`config.mk`:
```
export PLATFORM = sky130hd
export DESIGN_NAME = cel_image_decoder_core_flat
export DESIGN_NICKNAME = d
export VERILOG_FILES = /design/src/design/cid_pkg.sv /design/src/design/cid_stream_if.sv /design/src/design/cid_ram.sv /design/src/design/cel_image_decoder_core.sv /design/src/flat_wrapper.sv
export SDC_FILE = /design/constraint.sdc
export NUM_CORES = 2
export LEC_CHECK = 0
export BUFFER_PORTS_ARGS = -buffer_cell sky130_fd_sc_hd__clkbuf_2
export CORE_ASPECT_RATIO = 1.25
export CORE_MARGIN = 4
export CORE_UTILIZATION = 57
export CTS_CLUSTER_DIAMETER = 80
export CTS_CLUSTER_SIZE = 25
export DETAILED_ROUTE_END_ITERATION = 7
export PLACE_DENSITY = 0.86
export SYNTH_ARGS = -nofsm -noshare
export SYNTH_HDL_FRONTEND = slang
export SYNTH_SLANG_ARGS = --single-unit
```
`constraint.sdc`:
```
create_clock -name clk_i -period 8.9 [get_ports clk_i]
set_input_delay 1.335 -clock clk_i [delete_from_list [all_inputs] [get_ports clk_i]]
set_output_delay 1.335 -clock clk_i [all_outputs]
set_load 0.05 [all_outputs]
```
`src/design/cid_pkg.sv`:
```
// Shared types and constants of the CEL image decoder.
// No dependencies.
package cid_pkg;
  localparam int unsigned PaletteEntries = 256;
  localparam int unsigned PalAw = 8;

  localparam logic [1:0] KindPal   = 2'd0;
  localparam logic [1:0] KindStart = 2'd1;
  localparam logic [1:0] KindData  = 2'd2;

  localparam logic [2:0] CfgBpp    = 3'd0;
  localparam logic [2:0] CfgIndex  = 3'd1;
  localparam logic [2:0] CfgPacked = 3'd2;
  localparam logic [2:0] CfgWidth  = 3'd3;
  localparam logic [2:0] CfgHeight = 3'd4;

  localparam logic [1:0] ModeEnd   = 2'd0;
  localparam logic [1:0] ModeLit   = 2'd1;
  localparam logic [1:0] ModeTrans = 2'd2;
  localparam logic [1:0] ModeRep   = 2'd3;

  typedef struct packed {
    logic [1:0]  kind;
    logic [7:0]  table_index;
    logic [15:0] table_value;
    logic [7:0]  data_byte;
  } in_item_t;

  typedef struct packed {
    logic [15:0] pixel_color;
    logic [11:0] run_length;
    logic [9:0]  row_number;
    logic        row_done;
    logic        image_done;
    logic        last;
  } out_item_t;

  function automatic logic [4:0] depth_bits(input logic [2:0] code);
    case (code)
      3'd0: depth_bits = 5'd1;
      3'd1: depth_bits = 5'd2;
      3'd2: depth_bits = 5'd4;
      3'd3: depth_bits = 5'd6;
      3'd4: depth_bits = 5'd8;
      default: depth_bits = 5'd16;
    endcase
  endfunction
endpackage

```
`src/design/cid_stream_if.sv`:
```
// Valid/ready channel carrying one payload type.
// Depends on cid_pkg.
interface cid_in_if;
  import cid_pkg::*;
  logic     valid;
  logic     ready;
  in_item_t data;
  modport source (output valid, output data, input ready);
  modport sink (input valid, input data, output ready);
endinterface

interface cid_out_if;
  import cid_pkg::*;
  logic      valid;
  logic      ready;
  out_item_t data;
  modport source (output valid, output data, input ready);
  modport sink (input valid, input data, output ready);
endinterface

```
`src/design/cid_ram.sv`:
```
// Generic single-port-write, registered-read RAM.
// No dependencies.
module cid_ram #(
  parameter int unsigned Width = 16,
  parameter int unsigned Depth = 256
) (
  input  logic                     clk_i,
  input  logic                     we_i,
  input  logic [$clog2(Depth)-1:0] waddr_i,
  input  logic [Width-1:0]         wdata_i,
  input  logic [$clog2(Depth)-1:0] raddr_i,
  output logic [Width-1:0]         rdata_o
);
  logic [Width-1:0] mem_q [Depth];

  always_ff @(posedge clk_i) begin
    if (we_i) mem_q[waddr_i] <= wdata_i;
    rdata_o <= mem_q[raddr_i];
  end
endmodule

```
`src/design/cel_image_decoder_core.sv`:
```
// CEL image decoder: palette writes, image start and data bytes in, pixel runs out.
// A palette write or start is applied when it is accepted. A data byte is accepted in the
// idle state, then decoded step by step (header field, pixel or fill run, row end), a
// palette run passing through the lookup state before its next step.
// Throughput: one item at a time; a step that hands over a run waits while the output
// register is full. Reset: decoder idle, registers at 8bpp indexed packed, 1x1.
module cel_image_decoder_core
  import cid_pkg::*;
(
  input  logic        clk_i,
  input  logic        rst_ni,
  input  logic        cfg_we_i,
  input  logic [2:0]  cfg_index_i,
  input  logic [10:0] cfg_data_i,
  cid_in_if.sink      in_i,
  cid_out_if.source   out_o
);
  localparam logic [2:0] PhIdle = 3'd0, PhOffset = 3'd1, PhMode = 3'd2, PhCount = 3'd3,
                         PhPixel = 3'd4, PhRaw = 3'd5, PhSkip = 3'd6, PhDone = 3'd7;
  localparam logic [1:0] SqIdle = 2'd0, SqRun = 2'd1, SqLook = 2'd2;

  logic [2:0]  bpp_q;
  logic        idx_cfg_q, packed_q;
  logic [10:0] wm1_q;
  logic [9:0]  hm1_q;

  logic [1:0]  sq_q, sq_d;
  logic [2:0]  ph_q, ph_d;
  logic [23:0] buf_q, buf_d;
  logic [4:0]  cnt_q, cnt_d;
  logic [9:0]  row_q, row_d;
  logic [11:0] col_q, col_d;
  logic [12:0] rbc_q, rbc_d, rbl_q, rbl_d;
  logic [1:0]  pm_q, pm_d;
  logic [6:0]  prem_q, prem_d;
  logic        ovalid_q, ovalid_d;
  out_item_t   out_q, out_d;
  logic        stage_v_q, stage_v_d;
  out_item_t   stage_q, stage_d;
  logic [1:0]  look_cnt_q, look_cnt_d;

  logic [4:0]       pw;
  logic             indexed;
  logic [11:0]      w;
  logic             ofree;
  logic             pal_we;
  logic [PalAw-1:0] pal_ra;
  logic [15:0]      pal_rd;

  assign pw = depth_bits(bpp_q);
  assign indexed = (pw < 5'd8) ? 1'b1 : ((pw >= 5'd16) ? 1'b0 : idx_cfg_q);
  assign w = {1'b0, wm1_q} + 12'd1;
  assign ofree = !ovalid_q || out_o.ready;

  assign in_i.ready = (sq_q == SqIdle);
  assign out_o.valid = ovalid_q;
  assign out_o.data = out_q;

  assign pal_we = in_i.valid && in_i.ready && (in_i.data.kind == KindPal);

  cid_ram #(.Width(16), .Depth(PaletteEntries)) u_pal (
    .clk_i  (clk_i),
    .we_i   (pal_we),
    .waddr_i(in_i.data.table_index),
    .wdata_i(in_i.data.table_value),
    .raddr_i(pal_ra),
    .rdata_o(pal_rd)
  );

  // Configuration registers
  always_ff @(posedge clk_i or negedge rst_ni) begin
    if (!rst_ni) begin
      bpp_q <= 3'd4; idx_cfg_q <= 1'b1; packed_q <= 1'b1; wm1_q <= '0; hm1_q <= '0;
    end else if (cfg_we_i) begin
      unique case (cfg_index_i)
        CfgBpp:    bpp_q <= cfg_data_i[2:0];
        CfgIndex:  idx_cfg_q <= cfg_data_i[0];
        CfgPacked: packed_q <= cfg_data_i[0];
        CfgWidth:  wm1_q <= cfg_data_i;
        CfgHeight: hm1_q <= cfg_data_i[9:0];
        default: ;
      endcase
    end
  end

  // Sequencer: one decode step per cycle, held while a run waits for a full output register
  always_comb begin
    logic [15:0] used;
    logic [12:0] idx;
    logic [4:0]  n;
    logic [15:0] v, mask;
    logic [11:0] left, len, c6;
    logic        do_emit, do_finish, do_begin, lookup, rd, stall;
    logic [15:0] ecol;
    sq_d = sq_q; ph_d = ph_q; buf_d = buf_q; cnt_d = cnt_q; row_d = row_q; col_d = col_q;
    rbc_d = rbc_q; rbl_d = rbl_q; pm_d = pm_q; prem_d = prem_q;
    stage_v_d = stage_v_q; stage_d = stage_q; look_cnt_d = look_cnt_q;
    ovalid_d = ovalid_q && !out_o.ready; out_d = out_q;
    pal_ra = stage_q.pixel_color[PalAw-1:0];
    used = '0; idx = '0; n = '0; v = '0; mask = '0; left = '0; len = '0; c6 = '0;
    do_emit = 1'b0; do_finish = 1'b0; do_begin = 1'b0; lookup = 1'b0; rd = 1'b0;
    stall = 1'b0;
    ecol = '0;

    unique case (sq_q)
      SqIdle: begin
        if (in_i.valid && in_i.ready) begin
          if (in_i.data.kind == KindStart) begin
            row_d = '0; rbl_d = '0; do_begin = 1'b1;
          end else if (in_i.data.kind == KindData) begin
            if (ph_q == PhSkip) begin
              if (rbc_q < 13'd8191) rbc_d = rbc_q + 13'd1;
              if (rbc_d >= rbl_q) do_begin = 1'b1;
            end else if (ph_q != PhIdle && ph_q != PhDone) begin
              buf_d = {buf_q[15:0], in_i.data.data_byte};
              cnt_d = cnt_q + 5'd8;
              if (rbc_q < 13'd8191) rbc_d = rbc_q + 13'd1;
              sq_d = SqRun;
            end
          end
        end
      end
      SqRun: begin
        // width of the field this phase needs
        unique case (ph_q)
          PhOffset: n = (pw >= 5'd8) ? 5'd16 : 5'd8;
          PhMode:   n = 5'd2;
          PhCount:  n = 5'd6;
          default:  n = pw;
        endcase
        mask = (n == 5'd16) ? 16'hFFFF : ((16'd1 << n[3:0]) - 16'd1);
        v = 16'((buf_q >> (cnt_q - n))) & mask;
        used = {rbc_q, 3'b000} - {11'd0, cnt_q};
        idx = used[15:3];
        left = (col_q < w) ? (w - col_q) : 12'd0;
        unique case (ph_q)
          PhOffset: begin
            if (cnt_q < n) sq_d = SqIdle;
            else begin
              cnt_d = cnt_q - n;
              if (n == 5'd16) v = v & 16'h03FF;
              rbl_d = 13'((v[9:0] + 11'd2) * 4);
              ph_d = PhMode;
            end
          end
          PhMode: begin
            if (col_q >= w) do_finish = 1'b1;
            else if (idx >= rbl_q) begin
              do_emit = 1'b1; ecol = '0; len = left; do_finish = 1'b1;
            end else if (cnt_q < 5'd2) sq_d = SqIdle;
            else begin
              cnt_d = cnt_q - 5'd2; pm_d = v[1:0];
              if (v[1:0] == ModeEnd) begin
                do_emit = 1'b1; ecol = '0; len = left; do_finish = 1'b1;
              end else ph_d = PhCount;
            end
          end
          PhCount: begin
            if (cnt_q < 5'd6) sq_d = SqIdle;
            else begin
              cnt_d = cnt_q - 5'd6;
              c6 = {6'd0, v[5:0]} + 12'd1;
              if (c6 > left) c6 = left;
              if (c6 == 12'd0) do_finish = 1'b1;
              else if (pm_q == ModeTrans) begin
                do_emit = 1'b1; ecol = '0; len = c6;
                if (col_q + c6 >= w) do_finish = 1'b1; else ph_d = PhMode;
              end else begin
                prem_d = c6[6:0]; ph_d = PhPixel;
              end
            end
          end
          PhPixel, PhRaw: begin
            if (ph_q == PhRaw && col_q >= w) do_finish = 1'b1;
            else if (cnt_q < pw) sq_d = SqIdle;
            else begin
              cnt_d = cnt_q - pw;
              do_emit = 1'b1;
              len = (ph_q == PhPixel && pm_q == ModeRep) ? {5'd0, prem_q} : 12'd1;
              if (indexed) begin
                lookup = 1'b1; ecol = {8'd0, v[7:0]};
              end else ecol = (ph_q == PhPixel) ? (v | 16'h8000) : v;
              if (ph_q == PhPixel) begin
                prem_d = (pm_q == ModeRep) ? 7'd0 : prem_q - 7'd1;
                if (col_q + len >= w) do_finish = 1'b1;
                else if (prem_d == 7'd0) ph_d = PhMode;
              end else if (col_q + len >= w) do_finish = 1'b1;
            end
          end
          default: sq_d = SqIdle;
        endcase
        // drop the consumed bits from the buffer
        if (cnt_d == 5'd0) buf_d = '0;
        else buf_d = buf_q & ((24'd1 << cnt_d) - 24'd1);
        // stage the new run; a palette run gets its color in the lookup state
        if (do_emit) begin
          rd = (col_q + len) >= w;
          stage_d.pixel_color = ecol;
          stage_d.run_length = len;
          stage_d.row_number = row_q;
          stage_d.row_done = rd;
          stage_d.image_done = rd && (row_q >= hm1_q);
          stage_d.last = 1'b0;
          col_d = col_q + len;
          look_cnt_d = 2'd0;
          sq_d = lookup ? SqLook : SqRun;
        end
        if (do_finish) begin
          if (!packed_q) begin
            used = {rbc_d, 3'b000} - {11'd0, cnt_d};
            rbl_d = 13'({({1'b0, used[15:6]} + {10'd0, (used[5:0] != 6'd0)}), 3'b000});
          end
          buf_d = '0; cnt_d = '0; col_d = '0;
          if (row_q >= hm1_q) ph_d = PhDone;
          else begin
            row_d = row_q + 10'd1;
            if (rbc_q >= rbl_d) do_begin = 1'b1; else ph_d = PhSkip;
          end
        end
        // hand the staged run to the output, marked last when the transaction ends
        if (stage_v_q && (do_emit || sq_d == SqIdle)) begin
          if (ofree) begin
            ovalid_d = 1'b1;
            out_d = stage_q;
            out_d.last = !do_emit;
            if (!do_emit) stage_v_d = 1'b0;
          end else stall = 1'b1;
        end
        if (do_emit) stage_v_d = 1'b1;
      end
      SqLook: begin
        // palette read; the RAM registers the data, so it is valid in the cycle after the address
        look_cnt_d = look_cnt_q + 2'd1;
        if (look_cnt_q == 2'd1) begin
          stage_d.pixel_color = pal_rd | 16'h8000;
          sq_d = SqRun;
        end
      end
      default: sq_d = SqIdle;
    endcase

    if (do_begin) begin
      buf_d = '0; cnt_d = '0; rbc_d = '0; col_d = '0; pm_d = '0; prem_d = '0;
      ph_d = packed_q ? PhOffset : PhRaw;
    end

    // hold the step while the output register is still full
    if (stall) begin
      sq_d = sq_q; ph_d = ph_q; buf_d = buf_q; cnt_d = cnt_q; row_d = row_q; col_d = col_q;
      rbc_d = rbc_q; rbl_d = rbl_q; pm_d = pm_q; prem_d = prem_q;
      stage_v_d = stage_v_q; stage_d = stage_q; look_cnt_d = look_cnt_q;
    end
  end

  always_ff @(posedge clk_i or negedge rst_ni) begin
    if (!rst_ni) begin
      sq_q <= SqIdle; ph_q <= PhIdle; buf_q <= '0; cnt_q <= '0; row_q <= '0; col_q <= '0;
      rbc_q <= '0; rbl_q <= '0; pm_q <= '0; prem_q <= '0;
      ovalid_q <= 1'b0; stage_v_q <= 1'b0; look_cnt_q <= '0;
    end else begin
      sq_q <= sq_d; ph_q <= ph_d; buf_q <= buf_d; cnt_q <= cnt_d; row_q <= row_d;
      col_q <= col_d; rbc_q <= rbc_d; rbl_q <= rbl_d; pm_q <= pm_d; prem_q <= prem_d;
      ovalid_q <= ovalid_d; stage_v_q <= stage_v_d; look_cnt_q <= look_cnt_d;
    end
  end

  always_ff @(posedge clk_i) begin
    out_q <= out_d;
    stage_q <= stage_d;
  end
endmodule

```
`src/flat_wrapper.sv`:
```
// flat-port wrapper written by rule: the top's interface ports become plain ports
module cel_image_decoder_core_flat import cid_pkg::*;
  (clk_i, rst_ni, cfg_we_i, cfg_index_i, cfg_data_i, in_i_valid, in_i_data, in_i_ready, out_o_valid, out_o_data, out_o_ready);
  cid_in_if in_i_i ();
  cid_out_if out_o_i ();
  input  logic clk_i;
  input  logic rst_ni;
  input  logic cfg_we_i;
  input  logic [2:0] cfg_index_i;
  input  logic [10:0] cfg_data_i;
  input wire logic [$bits(in_i_i.valid)-1:0] in_i_valid;
  input wire logic [$bits(in_i_i.data)-1:0] in_i_data;
  output wire logic [$bits(in_i_i.ready)-1:0] in_i_ready;
  output wire logic [$bits(out_o_i.valid)-1:0] out_o_valid;
  output wire logic [$bits(out_o_i.data)-1:0] out_o_data;
  input wire logic [$bits(out_o_i.ready)-1:0] out_o_ready;
  assign in_i_i.valid = in_i_valid;
  assign in_i_i.data = in_i_data;
  assign in_i_ready = in_i_i.ready;
  assign out_o_valid = out_o_i.valid;
  assign out_o_data = out_o_i.data;
  assign out_o_i.ready = out_o_ready;
  cel_image_decoder_core u_core (.clk_i(clk_i), .rst_ni(rst_ni), .cfg_we_i(cfg_we_i), .cfg_index_i(cfg_index_i), .cfg_data_i(cfg_data_i), .in_i(in_i_i), .out_o(out_o_i));
endmodule
```
---- After elaboration in Yosys (flattened, before gate mapping) ----
Memory sizes are Yosys's and may differ from the RTL's. A register that Yosys moved wholly into a read port is not among the register bits.
Index checks and enable logic that the tools add are counted.
word-level totals
  register bits ........................... 202
  latch bits .............................. 0
  memory bits (writable) .................. 4,096
  memory bits (read-only) ................. 0
  input bits .............................. 53
  output and inout bits ................... 43
  memories ................................ 1
memory list
  name                depth  width  read ports  clocked after Yosys merged registers in  wr ports  line           RTL
  u_core.u_pal.mem_q  256    16     1           1                                        1         cid_ram.sv:14  logic [Width-1:0] mem_q [Depth];
cells by class
  add/subtract/negate cells ............... 21
  $mul .................................... 0
  div/mod/pow operators ................... 0
  order comparisons ....................... 18
  equal/unequal tests ..................... 48
  shift operators ......................... 3
  muxes and demuxes ....................... 195
  bitwise gates (word level) .............. 3
  reductions and logical operators ........ 57
operators with widths
  operator                                                            count
  13-bit 2-to-1 mux                                                   21
  12-bit 2-to-1 mux                                                   19
  24-bit 2-to-1 mux                                                   8
  16-bit 2-to-1 mux                                                   7
  5-bit 2-to-1 mux                                                    17
  10-bit 2-to-1 mux                                                   7
  7-bit 2-to-1 mux                                                    10
  3-bit 2-to-1 mux                                                    20
  12-bit greater-or-equal comparator                                  4
  24-bit case mux with 2 select lines                                 1
  2-bit 2-to-1 mux                                                    23
  1-bit 2-to-1 mux                                                    45
  41-bit 2-to-1 mux                                                   1
  13-bit greater-or-equal comparator                                  3
  12-bit adder                                                        3
  12-bit case mux with 3 select lines                                 1
  3-bit inequality test, second input constant                        11
  16-bit case mux with 2 select lines                                 1
  16-bit by 5-bit subtractor with 16-bit output                       2
  13-bit case mux with 2 select lines                                 1
  5-bit case mux with 5 select lines                                  1
  24-bit bitwise AND                                                  1
  1-bit by 5-bit left shift with 24-bit output, first input constant  1
  24-bit by 5-bit >> shifter with 16-bit output                       1
  66 further kinds                                                    136

---- Logic depth before layout (Yosys ltp) ----
  depth in word-level cells ............... 33
  depth in mapped cells ................... 53
  depth with buffers taken out ............ 47

---- Cells and area by module ----
Synthesis repeated with hierarchy kept, for this count alone.
second synthesis, totals
  cells, all modules ...................... 9,368
  area, all modules ....................... 176,120.2 µm²
by module, submodules not included
  module                  times used  cells an instance  area each (µm²)  seq. area each (µm²)
  cid_ram                 1           7,360              158,723.5        123,318.3
  cel_image_decoder_core  1           2,008              17,396.7         5,464.0

---- Worst setup path after synthesis ----
Ideal clock, no wire load.
  kind .................................... reg2reg
  from .................................... register u_core.ph_q[1]
  to ...................................... register u_core.prem_q[0]
  library setup time ...................... 0.125 ns
  arrival time ............................ 9.577 ns
  data required time ...................... 8.775 ns
  path slack .............................. -0.802 ns
  stages on the path, launching flop included .. 50
  path buffers ............................ 4
  clock period less this slack ............ 9.702 ns
  path through ............................ dfrtp_1 clkbuf_1 clkbuf_1 nor2_1 nor2_1 nor2b_1 ha_1 inv_1 fa_1 buf_4 buf_2 mux4_2 mux4_2 o211ai_4 inv_1 ha_1 o311a_1 nand2_1 [... 14 more ...] a21o_1 a21oi_1 nor2b_1 o21ai_0 nand2b_1 a21o_1 a21oi_1 xnor2_1 ha_1 a21oi_1 nand2_1 a21oi_1 a211oi_1 a221o_2 a21boi_4 o31ai_4 o31ai_4 mux2_2
between the ends
  cells in the longest elaborated chain, start to end .. 27
  elaborated cells on any way between the ends .. 106
  classes of those cells .................. add/sub: 8; order compare: 5; eq/ne: 13; shift: 2; mux: 64; bitwise: 2; reduce/logical: 12
ends and longest elaborated chain
  item                                                                                     line                           RTL
  from (decl)                                                                              cel_image_decoder_core.sv:28   logic [2:0] ph_q, ph_d;
  from (signal assigned)                                                                   cel_image_decoder_core.sv:261  sq_q <= sq_d; ph_q <= ph_d; buf_q <= buf_d; cnt_q <= cnt_d; row_q <= row_d;
  parallel branches: the longest is 27 deep, another holds 12-bit greater-than comparator  n/a
  to (signal assigned)                                                                     cel_image_decoder_core.sv:262  col_q <= col_d; rbc_q <= rbc_d; rbl_q <= rbl_d; pm_q <= pm_d; prem_q <= prem_d;
  to (decl)                                                                                cel_image_decoder_core.sv:35   logic [6:0] prem_q, prem_d;
Parallel ways; which one is timed is not known. The select of a mux whose other input is x is not followed.
A chain may end at the register's enable or synchronous reset.

---- Worst setup path in the final report ----
  from .................................... register u_core.cnt_q[3]
  to ...................................... register u_core.rbc_q[8]
between the ends
  cells in the longest elaborated chain, start to end .. 23
  elaborated cells on any way between the ends .. 95
  classes of those cells .................. add/sub: 10; order compare: 8; eq/ne: 1; shift: 1; mux: 62; bitwise: 2; reduce/logical: 11
ends and longest elaborated chain
  item                                                                                     line                           RTL
  from (decl)                                                                              cel_image_decoder_core.sv:30   logic [4:0] cnt_q, cnt_d;
  from (signal assigned)                                                                   cel_image_decoder_core.sv:261
  parallel branches: the longest is 23 deep, another holds 12-bit greater-than comparator  n/a
  to (signal assigned)                                                                     cel_image_decoder_core.sv:262
  to (decl)                                                                                cel_image_decoder_core.sv:33   logic [12:0] rbc_q, rbc_d, rbl_q, rbl_d;
Parallel ways; which one is timed is not known. The select of a mux whose other input is x is not followed.

==> impl_metrics.yaml <==
status:
  status: "complete, but fails checks"
  failed_checks: "DRC, setup timing"
cts:
  cts.sinks: 4057
  clk_latency_ns: 0.94
  h-tree-depth: 4
  cts-root-buf: "clkbuf_16"
  clk_pin_slew_ns: 0.10
  cts_tree: "built"
  cts_buffer_depth: 4
  holdBufCountCts: 0
  cts_buffers: 193
place:
  dp.cells: 11700
  dp.final_hpwl_um: 278000
  routabilityCongestion: 0.948
  place.port_buffers: 94
yosys:
  synth.cells.most_frequent: "3921 x edfxtp_1, 1289 x mux4_2, 399 x nor2_1"
  ys_ff_latch: 4057
  synth_top_area_cell: "edfxtp_1"
  async_reset_ff_frac: 0.0298
  synth.top_cell.area_share: 0.718
  synthCells: 7710
  ys.flop_type: "edfxtp_1"
  yosys-top-cells-area: "edfxtp_1 72%, mux4_2 18%, dfrtp_1 1.8%, ha_1 1.3%, nor2_1 0.91%"
  synth_edf_count: 3921
  postSynthAreaPerCell_sq_um: 21.3
  synth.distinct_cells: 97
  yosysSeqAreaShare: 0.738
  synth.most_common_cell: "edfxtp_1"
  synth_area_sq_um: 164000
  yosys_warnings: 0
critical_path:
  cp-start-kind: "register"
  worstPathRequired_ns: 9.75
  critPathSlowestCell: "nor4b_1"
  timing.reg2reg.setup_slack_ns: -0.59
  crit_path_end_kind: "register"
  cp.arrival_ns: 10.34
  path_max_fanout: 13
  critPathMaxStageDelay_ns: 0.42
  crit_type: "register to register"
layout:
  drive_gt1_frac: 0.295
  layout.cells.non_filler: 12000
  fin_util: 0.627
  nets: 8424
  area_delta_synth_final_pct: 9.09
  final.fill_count: 17200
routing:
  wl_um: 485000
  wire_per_inst_um: 40.4
  ant_nets: 0
  drc: 21
  viasPerCell: 7.40
  drt_iter0_markers: 15900
  via_count: 89000
  firstDrtPassIters: 8
pwr:
  vdd_drop_max_mv: 0.290
  power.density_nw_per_um2: 283
  p_leak_nw: 56.8
global_route:
  grt_pass1_vias: 88400
  grt_start_max_net_pins: 157
  grtUsageMet3: 0.0680
  grtUsageMet1: 0.401
  grt.busiest_layer: "met2"
  antenna_found_initial: 41
  use_met2: 0.528
  track_usage: 0.326
  grt_pass1_wl_um: 685000
  overflow: 0
sta:
  max_freq_mhz: 105
  worstMarginPinSlew_ns: 1.42
  max_slew_margin: 0.0501
  fin_tns_setup_ns: -27.22
  worst_slack_ns: -0.588
  clock_skew_ns: 0.0644
  rsz0062_at_grt: "true"
  finalSetupViolations: 89
  finalCriticalPeriod_ns: 9.49
  finalCritPeriodShare: 1.07
  final_hold_viol_count: 0
  finalMaxSlewViolations: 0
floorplan:
  die_height_um: 608
  rows: 219
  die_x_um: 488
  die_area_sq_um: 296000
  start_util: 0.574
  coreArea_sq_um: 286000
  pin_count: 96
min_path:
  hold_class: "register to register"
job:
  max_cap_violations: 0
[path summary, 6_finish.rpt]
check,from,endpoint,depth (start not counted)
worst max-delay path,u_core.cnt_q[3],u_core.rbc_q[8],44
worst min-delay path,u_core.stage_q[4],u_core.out_o.data[4],0
worst max register to register,u_core.cnt_q[3],u_core.rbc_q[8],44
worst min register to register,u_core.stage_q[4],u_core.out_o.data[4],0
max in group asynchronous,rst_ni,u_core.col_q[6],2
min in group asynchronous,rst_ni,u_core.pm_q[0],1
[where the power goes]
part / leakage [nW] / switching [mW] / internal, mW / total (mW)
clock: 2.58 / 5.94 / 4.11 / 10.1
sequential: 37.0 / 0.322 / 21.2 / 21.5
combinational: 17.2 / 10.8 / 8.20 / 19.0
total: 56.8 / 17.1 / 33.5 / 50.6
[logic make-up (layout without fill, tap and decap cells)]
group	Yosys count	after routing	synth area share
buffers and inverters	521	1050	0.0122
AOI/OAI and AO/OA	532	533	0.0217
muxes	1367	1367	0.182
xor gates and xnor gates	112	112	0.00612
and+or+nand+nor	949	949	0.0265
other	1	28	0.0000229
DFF	4057	4057	0.738
adders and majority gates	171	171	0.0133
[layout make-up]
class	instances	area, sq um	area share
Clock buffer	225	5060	0.0283
Antenna cell	24	60.1	0.000336
Timing Repair Buffer	702	5620	0.0314
Tap cell	3757	4700	0.0263
Inverter	110	413	0.00231
Clock inverter	13	223	0.00124
Sequential cell	4057	121000	0.677
Multi-Input combinational cell	3136	41800	0.234
[routing by layer]
metal  wire length (um)  vias up  part of all wire
met2             239000     8653              0.49
met5                316        -           0.00065
li1                   -    33000                 -
met4              41900       42             0.086
met1             148000    45400              0.31
met3              55900     1958              0.12
[flip-flops by register name (all words and copies together) (netlist names), 11 cells and up]
| name | count |
|---|---|
| u_core.u_pal.mem_q | 3840 |
| u_core.u_pal.rdata_o | 15 |
| u_core.wm1_q | 11 |
| u_core.out_o.data | 41 |
| u_core.stage_q | 32 |
| u_core.buf_q | 24 |
| u_core.rbc_q | 13 |
| u_core.col_q | 12 |
| u_core.rbl_q | 13 |
[stage by stage]
stage | hold slack, ns | power (mW) | area [sq um] | setup slack [ns]
detailed placement | 0.405 | 39.0 | 172000 | -1.17
CTS | 0.426 | 49.6 | 178000 | -0.416
finish | 0.416 | 50.6 | 179000 | -0.588
floorplan | 0.400 | 32.2 | 164000 | -0.182
global placement | 0.401 | 38.4 | 172000 | -0.950
global route | 0.434 | 52.2 | 179000 | -0.844
[worst max-delay path, delay by kind of cell, from the launching register on]
family	cells	cell delay, ns
buffers and inverters	8	1.38
AOI/OAI and AO/OA	14	3.11
DFF	1	0.41
and+or+nand+nor	13	2.31
muxes	2	0.43
adders and majority gates	5	1.42
xor gates and xnor gates	2	0.35
[placed cells by master, fill, tap and decap left out, types with 91 or more instances in the layout]
master	Yosys	layout
inv_1	109	104
ha_1	165	154
o21ai_0	140	106
dfrtp_1	118	118
edfxtp_1	3921	3921
mux4_2	1289	1289
buf_4	2	560
a21oi_1	113	91
nor2_1	399	351
nand2_1	191	189
clkbuf_16	0	199
nand3_1	96	95
[what timing repair did]
action	4_1_cts	5_1_grt
endpoints found under the setup margin	91	91
buffers inserted	30	22
gates resized for setup	64	107
pin swaps	25	18
cloned	2	5
Note: power is estimated with default switching activity, not from simulation.
